--- src/sv/cmap4_pkg.sv ---
// shared types, codes and widths for the format-4 glyph lookup
package cmap4_pkg;

    localparam int WORD_W  = 16;
    localparam int SEG_W   = 10;
    localparam int SUBC_W  = 9;
    localparam int MODE_W  = 2;
    localparam int WADDR_W = 12;
    localparam int CIDX_W  = 2;
    localparam int CDATA_W = 10;
    localparam int STAT_W  = 2;
    // wide enough for any map address the lookup can form, and for the default depths
    localparam int ADDR_W  = 18;

    localparam int DEF_MAP_DEPTH   = 4096;
    localparam int DEF_SUBST_DEPTH = 256;

    localparam logic [MODE_W-1:0] MODE_MAP_WR = 2'd0;
    localparam logic [MODE_W-1:0] MODE_SUB_WR = 2'd1;
    localparam logic [MODE_W-1:0] MODE_LOOKUP = 2'd2;
    localparam logic [MODE_W-1:0] MODE_NOP    = 2'd3;

    localparam logic [STAT_W-1:0] ST_MAPPED   = 2'd0;
    localparam logic [STAT_W-1:0] ST_UNMAPPED = 2'd1;
    localparam logic [STAT_W-1:0] ST_OOB      = 2'd2;

    localparam logic [CIDX_W-1:0] CFG_SEG_COUNT = 2'd0;
    localparam logic [CIDX_W-1:0] CFG_SUB_COUNT = 2'd1;
    localparam logic [CIDX_W-1:0] CFG_VERT_EN   = 2'd2;

    typedef enum logic [2:0] {
        AS_SEG   = 3'd0,
        AS_START = 3'd1,
        AS_DELTA = 3'd2,
        AS_OFFS  = 3'd3,
        AS_GLYPH = 3'd4
    } t_asel;

    typedef enum logic [1:0] {
        GL_DELTA = 2'd0,
        GL_ARRAY = 2'd1,
        GL_SUBST = 2'd2
    } t_gsel;

    typedef struct packed {
        logic              accept;
        logic              map_rd;
        t_asel             asel;
        logic              idx_inc;
        logic              cap_start;
        logic              cap_delta;
        logic              cap_offs;
        logic              gaddr_ld;
        logic              glyph_ld;
        t_gsel             gsel;
        logic              sub_rd;
        logic              k_clr;
        logic              k_inc;
        logic              fin;
        logic [STAT_W-1:0] fin_status;
        logic              push;
    } t_cmd;

    typedef struct packed {
        logic seg_end;
        logic seg_oob;
        logic seg_hit;
        logic fld_oob;
        logic below_start;
        logic offs_zero;
        logic g_oob;
        logic g_zero;
        logic vert;
        logic sub_end;
        logic sub_less;
        logic sub_eq;
        logic out_free;
    } t_stat;

endpackage

--- src/sv/cmap4_ctrl.sv ---
// lookup sequencer: walks segments, fields, glyph array and substitution list
module cmap4_ctrl (
    input  logic                           i_clk,
    input  logic                           i_rst_n,
    input  logic                           i_in_valid,
    input  logic [cmap4_pkg::MODE_W-1:0]   i_mode,
    input  cmap4_pkg::t_stat               i_stat,
    output logic                           o_in_ready,
    output cmap4_pkg::t_cmd                o_cmd
);
    import cmap4_pkg::*;

    typedef enum logic [13:0] {
        S_IDLE    = 14'b00000000000001,
        S_SEG_RD  = 14'b00000000000010,
        S_SEG_CHK = 14'b00000000000100,
        S_FLD_RD0 = 14'b00000000001000,
        S_FLD_RD1 = 14'b00000000010000,
        S_FLD_RD2 = 14'b00000000100000,
        S_FLD_CAP = 14'b00000001000000,
        S_EVAL    = 14'b00000010000000,
        S_GA_CHK  = 14'b00000100000000,
        S_GA_CAP  = 14'b00001000000000,
        S_GCHK    = 14'b00010000000000,
        S_SUB_RD  = 14'b00100000000000,
        S_SUB_CHK = 14'b01000000000000,
        S_RESP    = 14'b10000000000000
    } t_state;

    t_state r_state;
    t_state n_state;

    always_ff @(posedge i_clk) begin
        if (!i_rst_n) begin
            r_state <= S_IDLE;
        end else begin
            r_state <= n_state;
        end
    end

    always_comb begin
        n_state    = r_state;
        o_in_ready = 1'b0;
        o_cmd      = '0;
        o_cmd.asel = AS_SEG;
        o_cmd.gsel = GL_DELTA;
        unique case (r_state)
            S_IDLE: begin
                o_in_ready = 1'b1;
                if (i_in_valid) begin
                    o_cmd.accept = 1'b1;
                    if (i_mode == MODE_LOOKUP) begin
                        n_state = S_SEG_RD;
                    end
                end
            end
            S_SEG_RD: begin
                if (i_stat.seg_end) begin
                    o_cmd.fin        = 1'b1;
                    o_cmd.fin_status = ST_UNMAPPED;
                    n_state          = S_RESP;
                end else if (i_stat.seg_oob) begin
                    o_cmd.fin        = 1'b1;
                    o_cmd.fin_status = ST_OOB;
                    n_state          = S_RESP;
                end else begin
                    o_cmd.map_rd = 1'b1;
                    o_cmd.asel   = AS_SEG;
                    n_state      = S_SEG_CHK;
                end
            end
            S_SEG_CHK: begin
                if (i_stat.seg_hit) begin
                    n_state = S_FLD_RD0;
                end else begin
                    o_cmd.idx_inc = 1'b1;
                    n_state       = S_SEG_RD;
                end
            end
            S_FLD_RD0: begin
                // offset word is the highest of the three, so it covers all
                if (i_stat.fld_oob) begin
                    o_cmd.fin        = 1'b1;
                    o_cmd.fin_status = ST_OOB;
                    n_state          = S_RESP;
                end else begin
                    o_cmd.map_rd = 1'b1;
                    o_cmd.asel   = AS_START;
                    n_state      = S_FLD_RD1;
                end
            end
            S_FLD_RD1: begin
                o_cmd.cap_start = 1'b1;
                o_cmd.map_rd    = 1'b1;
                o_cmd.asel      = AS_DELTA;
                n_state         = S_FLD_RD2;
            end
            S_FLD_RD2: begin
                o_cmd.cap_delta = 1'b1;
                o_cmd.map_rd    = 1'b1;
                o_cmd.asel      = AS_OFFS;
                n_state         = S_FLD_CAP;
            end
            S_FLD_CAP: begin
                o_cmd.cap_offs = 1'b1;
                n_state        = S_EVAL;
            end
            S_EVAL: begin
                if (i_stat.below_start) begin
                    o_cmd.fin        = 1'b1;
                    o_cmd.fin_status = ST_UNMAPPED;
                    n_state          = S_RESP;
                end else if (i_stat.offs_zero) begin
                    o_cmd.glyph_ld = 1'b1;
                    o_cmd.gsel     = GL_DELTA;
                    n_state        = S_GCHK;
                end else begin
                    o_cmd.gaddr_ld = 1'b1;
                    n_state        = S_GA_CHK;
                end
            end
            S_GA_CHK: begin
                if (i_stat.g_oob) begin
                    o_cmd.fin        = 1'b1;
                    o_cmd.fin_status = ST_OOB;
                    n_state          = S_RESP;
                end else begin
                    o_cmd.map_rd = 1'b1;
                    o_cmd.asel   = AS_GLYPH;
                    n_state      = S_GA_CAP;
                end
            end
            S_GA_CAP: begin
                o_cmd.glyph_ld = 1'b1;
                o_cmd.gsel     = GL_ARRAY;
                n_state        = S_GCHK;
            end
            S_GCHK: begin
                if (i_stat.g_zero) begin
                    o_cmd.fin        = 1'b1;
                    o_cmd.fin_status = ST_UNMAPPED;
                    n_state          = S_RESP;
                end else if (!i_stat.vert) begin
                    o_cmd.fin        = 1'b1;
                    o_cmd.fin_status = ST_MAPPED;
                    n_state          = S_RESP;
                end else begin
                    o_cmd.k_clr = 1'b1;
                    n_state     = S_SUB_RD;
                end
            end
            S_SUB_RD: begin
                if (i_stat.sub_end) begin
                    o_cmd.fin        = 1'b1;
                    o_cmd.fin_status = ST_MAPPED;
                    n_state          = S_RESP;
                end else begin
                    o_cmd.sub_rd = 1'b1;
                    n_state      = S_SUB_CHK;
                end
            end
            S_SUB_CHK: begin
                if (i_stat.sub_less) begin
                    o_cmd.k_inc = 1'b1;
                    n_state     = S_SUB_RD;
                end else begin
                    if (i_stat.sub_eq) begin
                        o_cmd.glyph_ld = 1'b1;
                        o_cmd.gsel     = GL_SUBST;
                    end
                    o_cmd.fin        = 1'b1;
                    o_cmd.fin_status = ST_MAPPED;
                    n_state          = S_RESP;
                end
            end
            S_RESP: begin
                if (i_stat.out_free) begin
                    o_cmd.push = 1'b1;
                    n_state    = S_IDLE;
                end
            end
            default: begin
                n_state = S_IDLE;
            end
        endcase
    end

endmodule

--- config.mk ---
export PLATFORM = sky130hd
export DESIGN_NAME = cmap4_ctrl
export DESIGN_NICKNAME = d
export VERILOG_FILES = /design/src/sv/cmap4_pkg.sv /design/src/sv/cmap4_ctrl.sv
export SDC_FILE = /design/constraint.sdc
export NUM_CORES = 1
export LEC_CHECK = 0
export BUFFER_PORTS_ARGS = -buffer_cell sky130_fd_sc_hd__buf_2
export CORE_MARGIN = 3
export CORE_UTILIZATION = 31
export CTS_BUF_LIST = sky130_fd_sc_hd__clkbuf_4 sky130_fd_sc_hd__clkbuf_8
export CTS_CLUSTER_SIZE = 8
export DETAILED_ROUTE_END_ITERATION = 12
export PLACE_DENSITY_LB_ADDON = 0.1
export SETUP_SLACK_MARGIN = 0.02
export SYNTH_ARGS = -nofsm -noshare
export SYNTH_HDL_FRONTEND = slang
export SYNTH_SLANG_ARGS = --single-unit
--- constraint.sdc ---
create_clock -name i_clk -period 2.9 [get_ports i_clk]
set_clock_uncertainty 0.15 [all_clocks]
set_input_delay 0.435 -clock i_clk [delete_from_list [all_inputs] [get_ports i_clk]]
set_output_delay 0.435 -clock i_clk [all_outputs]
set_load 0.02 [all_outputs]
==> impl_metrics.toml <==
[pwr]
power.sequential.fraction_pct = 41.8
power.leakage_nw = 0.635
internal_power_uw = 347
total_switching_power_uw = 190
total_power_density_per_cell_area_nw_per_um2 = 405
power.clock.fraction_pct = 27.0
design_power_total_uw = 536
sw_share_pct = 35.4
p_comb_share_pct = 31.1
ir_worst_vdd_mv = 0.195

[synth]
synth.net_count = 162
netlist.top_cell.by_area = "sky130_fd_sc_hd__dfxtp_1"
postSynth.topFlopCell = "sky130_fd_sc_hd__dfxtp_1"
ys_warn_count = 0
synth.lib_cells_used.distinct = 42
synth.avg_cell_area_sq_um = 7.32
synth.ff_latch_count = 14
post_syn_instances = 144
yosys-top-cells-area = "sky130_fd_sc_hd__dfxtp_1 (27%), sky130_fd_sc_hd__nor2_1 (8.5%), sky130_fd_sc_hd__nand2_1 (5.3%)"
synth_top_area_share_pct = 26.6
yosysSeqAreaShare_pct = 26.6
asyncSetResetFlopFracSynth_pct = 0
post_synthesis_instance_area_sq_um = 1050
number_of_enable_type_register_cells_in_the_synthesized_netlist = 0

[timing]
final_min_period_over_clock_period_pct = 92.1
grt_setup_unrepaired = "true"
max-slew-margin-rel_pct = 67.9
hold_slack_ns = 0.185
layout_min_cycle_time_ns = 2.67
final_hold_violating_endpoints = 0
tns_ns = 0
final-max-slew-violation-count = 0
maxClockFrequency_mhz = 374
worstMarginPinSlew_ns = 0.478
setup_viol_count_final = 0

[clocking]
cts_tree = "done"
clkSinkCount = 14
htreeDepth = 1
cts.clk_slew.worst_paths_ns = 0.09
cts-root-to-sink-buffers = 2
cts_made_buffers = 3
clock-root-buffer = "sky130_fd_sc_hd__clkbuf_4"
insertion_delay_ns = 0.28
post_cts_buffers = 0

[layout]
final_design_area_no_fill_sq_um = 1330
biggestRegsByFlops = "r_state: 14 flops"
utilization_pct = 42.0
drive_above_1_share_pct = 28.7
layout.nets = 200
antennaDiodeCount = 0
largest-register = "r_state"
largest_reg_flops = 14
areaGrowthSynthToFinish_pct = 25.6

[critical_path]
critical_path_fanout_max = 8
cp_data_required_time_ns = 2.32
path_type_of_the_worst_setup_path = "reg -> out"
r2r_slack_ns = 0.95
critical_path.endpoint = "o_cmd[10]"
start_point_of_the_critical_path = "r_state[8]$_SDFFE_PN0P_"
terminus_of_the_critical_flop_to_flop_path = "r_state[1]$_SDFFE_PN0P_"
reg2reg_depth = 5
timing.rr.start = "r_state[8]$_SDFFE_PN0P_"
arrival_ns = 2.09
timing.critical_path.from_type = "flip-flop"
worst_setup_path_end_kind = "output pin"

[status]
status = "finished, final reports clean"

[floorplanning]
floorplan.die.width_um = 64.3
die_area_sq_um = 4140
i_o_pin_total = 39
die_height_um = 64.3
placement_rows = 20
fp.coreArea_sq_um = 3150
effective_utilization_at_floorplan_pct = 33.5

[detailed_routing]
total_routed_wirelength_um = 3060
dr_total_vias = 1176
drt_pre_antenna_iters = 4
number_of_vias_per_cell_after_detailed_routing = 5.23
drc = 0
drc_marker_count_from_the_first_detailed_route_iteration = 55
wl_per_cell_um = 13.6
post_detailed_route_count_of_antenna_violating_nets = 0

[placement]
dpl.hpwl_um = 2440
post_detailed_placement_cell_area_sq_um = 1280
port-buffer-count = 38
place.gp.congestion = 0.856

[run]
maxCapViolCount = 0

[global_routing]
gr-total-overflow = 0
vias_in_the_first_global_route = 1061
grt_pass1_wl_um = 5180
gr-usage-all-layers_pct = 15.6
grt_start_max_net_pins = 11
grt_antenna_before_repair = 0

[hold_path]
hold_path_depth = 2
timing.hold.worst.class = "in -> reg"
area by class of cell:
class	instances	area, sq um
Inverter	4	15.0
Multi-Input combinational cell	120	741
Timing Repair Buffer	39	198
Sequential cell	14	280
Clock buffer	4	36.3
Tap cell	44	55.1
Fill cell	370	1830
layout by cell type (no fill, tap or decap), types with 4 or more instances in the layout:
master and instances:
sky130_fd_sc_hd__inv_1 4, sky130_fd_sc_hd__xor2_1 4, sky130_fd_sc_hd__buf_2 38, sky130_fd_sc_hd__nor3_1 10, sky130_fd_sc_hd__nand2b_1 4, sky130_fd_sc_hd__nand3b_1 4, sky130_fd_sc_hd__o21ai_0 9, sky130_fd_sc_hd__nand2_1 15
sky130_fd_sc_hd__dfxtp_1 14, sky130_fd_sc_hd__nor2_1 24, sky130_fd_sc_hd__a21oi_1 6
cells by family after synthesis:
family | count (synthesis) | synth area share (%)
compound gates | 26 | 15.3
xor+xnor | 4 | 3.32
buf+inv | 10 | 4.15
flops | 14 | 26.6
simple gates | 90 | 50.7
synth_stat cells, drive strengths merged (2+ instances only):
cell type  instances
xor2               4
and2               3
nand4              3
nand2             15
o2111ai            2
nor2b              3
nand3              4
o21ai              9
nor2              24
clkbuf             3
buf                3
and3               3
o21a               2
nor4b              2
nor3              11
dfxtp             14
a21oi              7
nand2b             4
nor4               5
inv                4
nand3b             4
critical path, cell delays in order, from the launching register on:
cell                      delay (ns)
sky130_fd_sc_hd__dfxtp_1        0.42
sky130_fd_sc_hd__nor4_4         0.47
sky130_fd_sc_hd__nand3_1        0.27
sky130_fd_sc_hd__or3_1          0.39
sky130_fd_sc_hd__nor2_1         0.10
sky130_fd_sc_hd__buf_2          0.16
power by group through the flow:
stage                     clock network (mW)  registers [mW]  logic, mW
final                                  0.145           0.224      0.167
after global routing                   0.163           0.227      0.185
after CTS                              0.152           0.224      0.164
after detailed placement                   0           0.229      0.163
after global placement                     0           0.227      0.163
after floorplan                            0           0.207      0.140
repair_timing:
action | CTS | global route
setup endpoints to repair | 0 | 5
hold buffers | 0 | 0
resized for setup | 0 | 2
how the worst min path moves through the flow:
stage	endpoint	start	slack, ns
final	r_state[8]$_SDFFE_PN0P_	i_stat[7]	0.19
after global routing	r_state[8]$_SDFFE_PN0P_	i_stat[7]	0.19
after CTS	r_state[8]$_SDFFE_PN0P_	i_stat[7]	0.17
after detailed placement	r_state[5]$_SDFFE_PN0P_	r_state[4]$_SDFFE_PN0P_	0.45
after global placement	r_state[5]$_SDFFE_PN0P_	r_state[4]$_SDFFE_PN0P_	0.44
after floorplan	r_state[8]$_SDFFE_PN0P_	i_stat[7]	0.36
per-layer routing:
metal,up-vias,track usage [%],routed length (um)
met3,2,3.87,270
met2,55,22.7,1270
met4,0,3.17,18
met5,-,0,0
li1,601,-,-
met1,518,23.2,1510
stage by stage:
stage | instances | setup WS [ns]
6_report | 225 | 0.228
5_1_grt | 225 | 0.0102
4_1_cts | 225 | 0.157
3_5_place_dp | 221 | 0.496
3_3_place_gp | 221 | 0.557
2_1_floorplan | 144 | 0.585
Note: power is estimated with default switching activity, not from simulation.
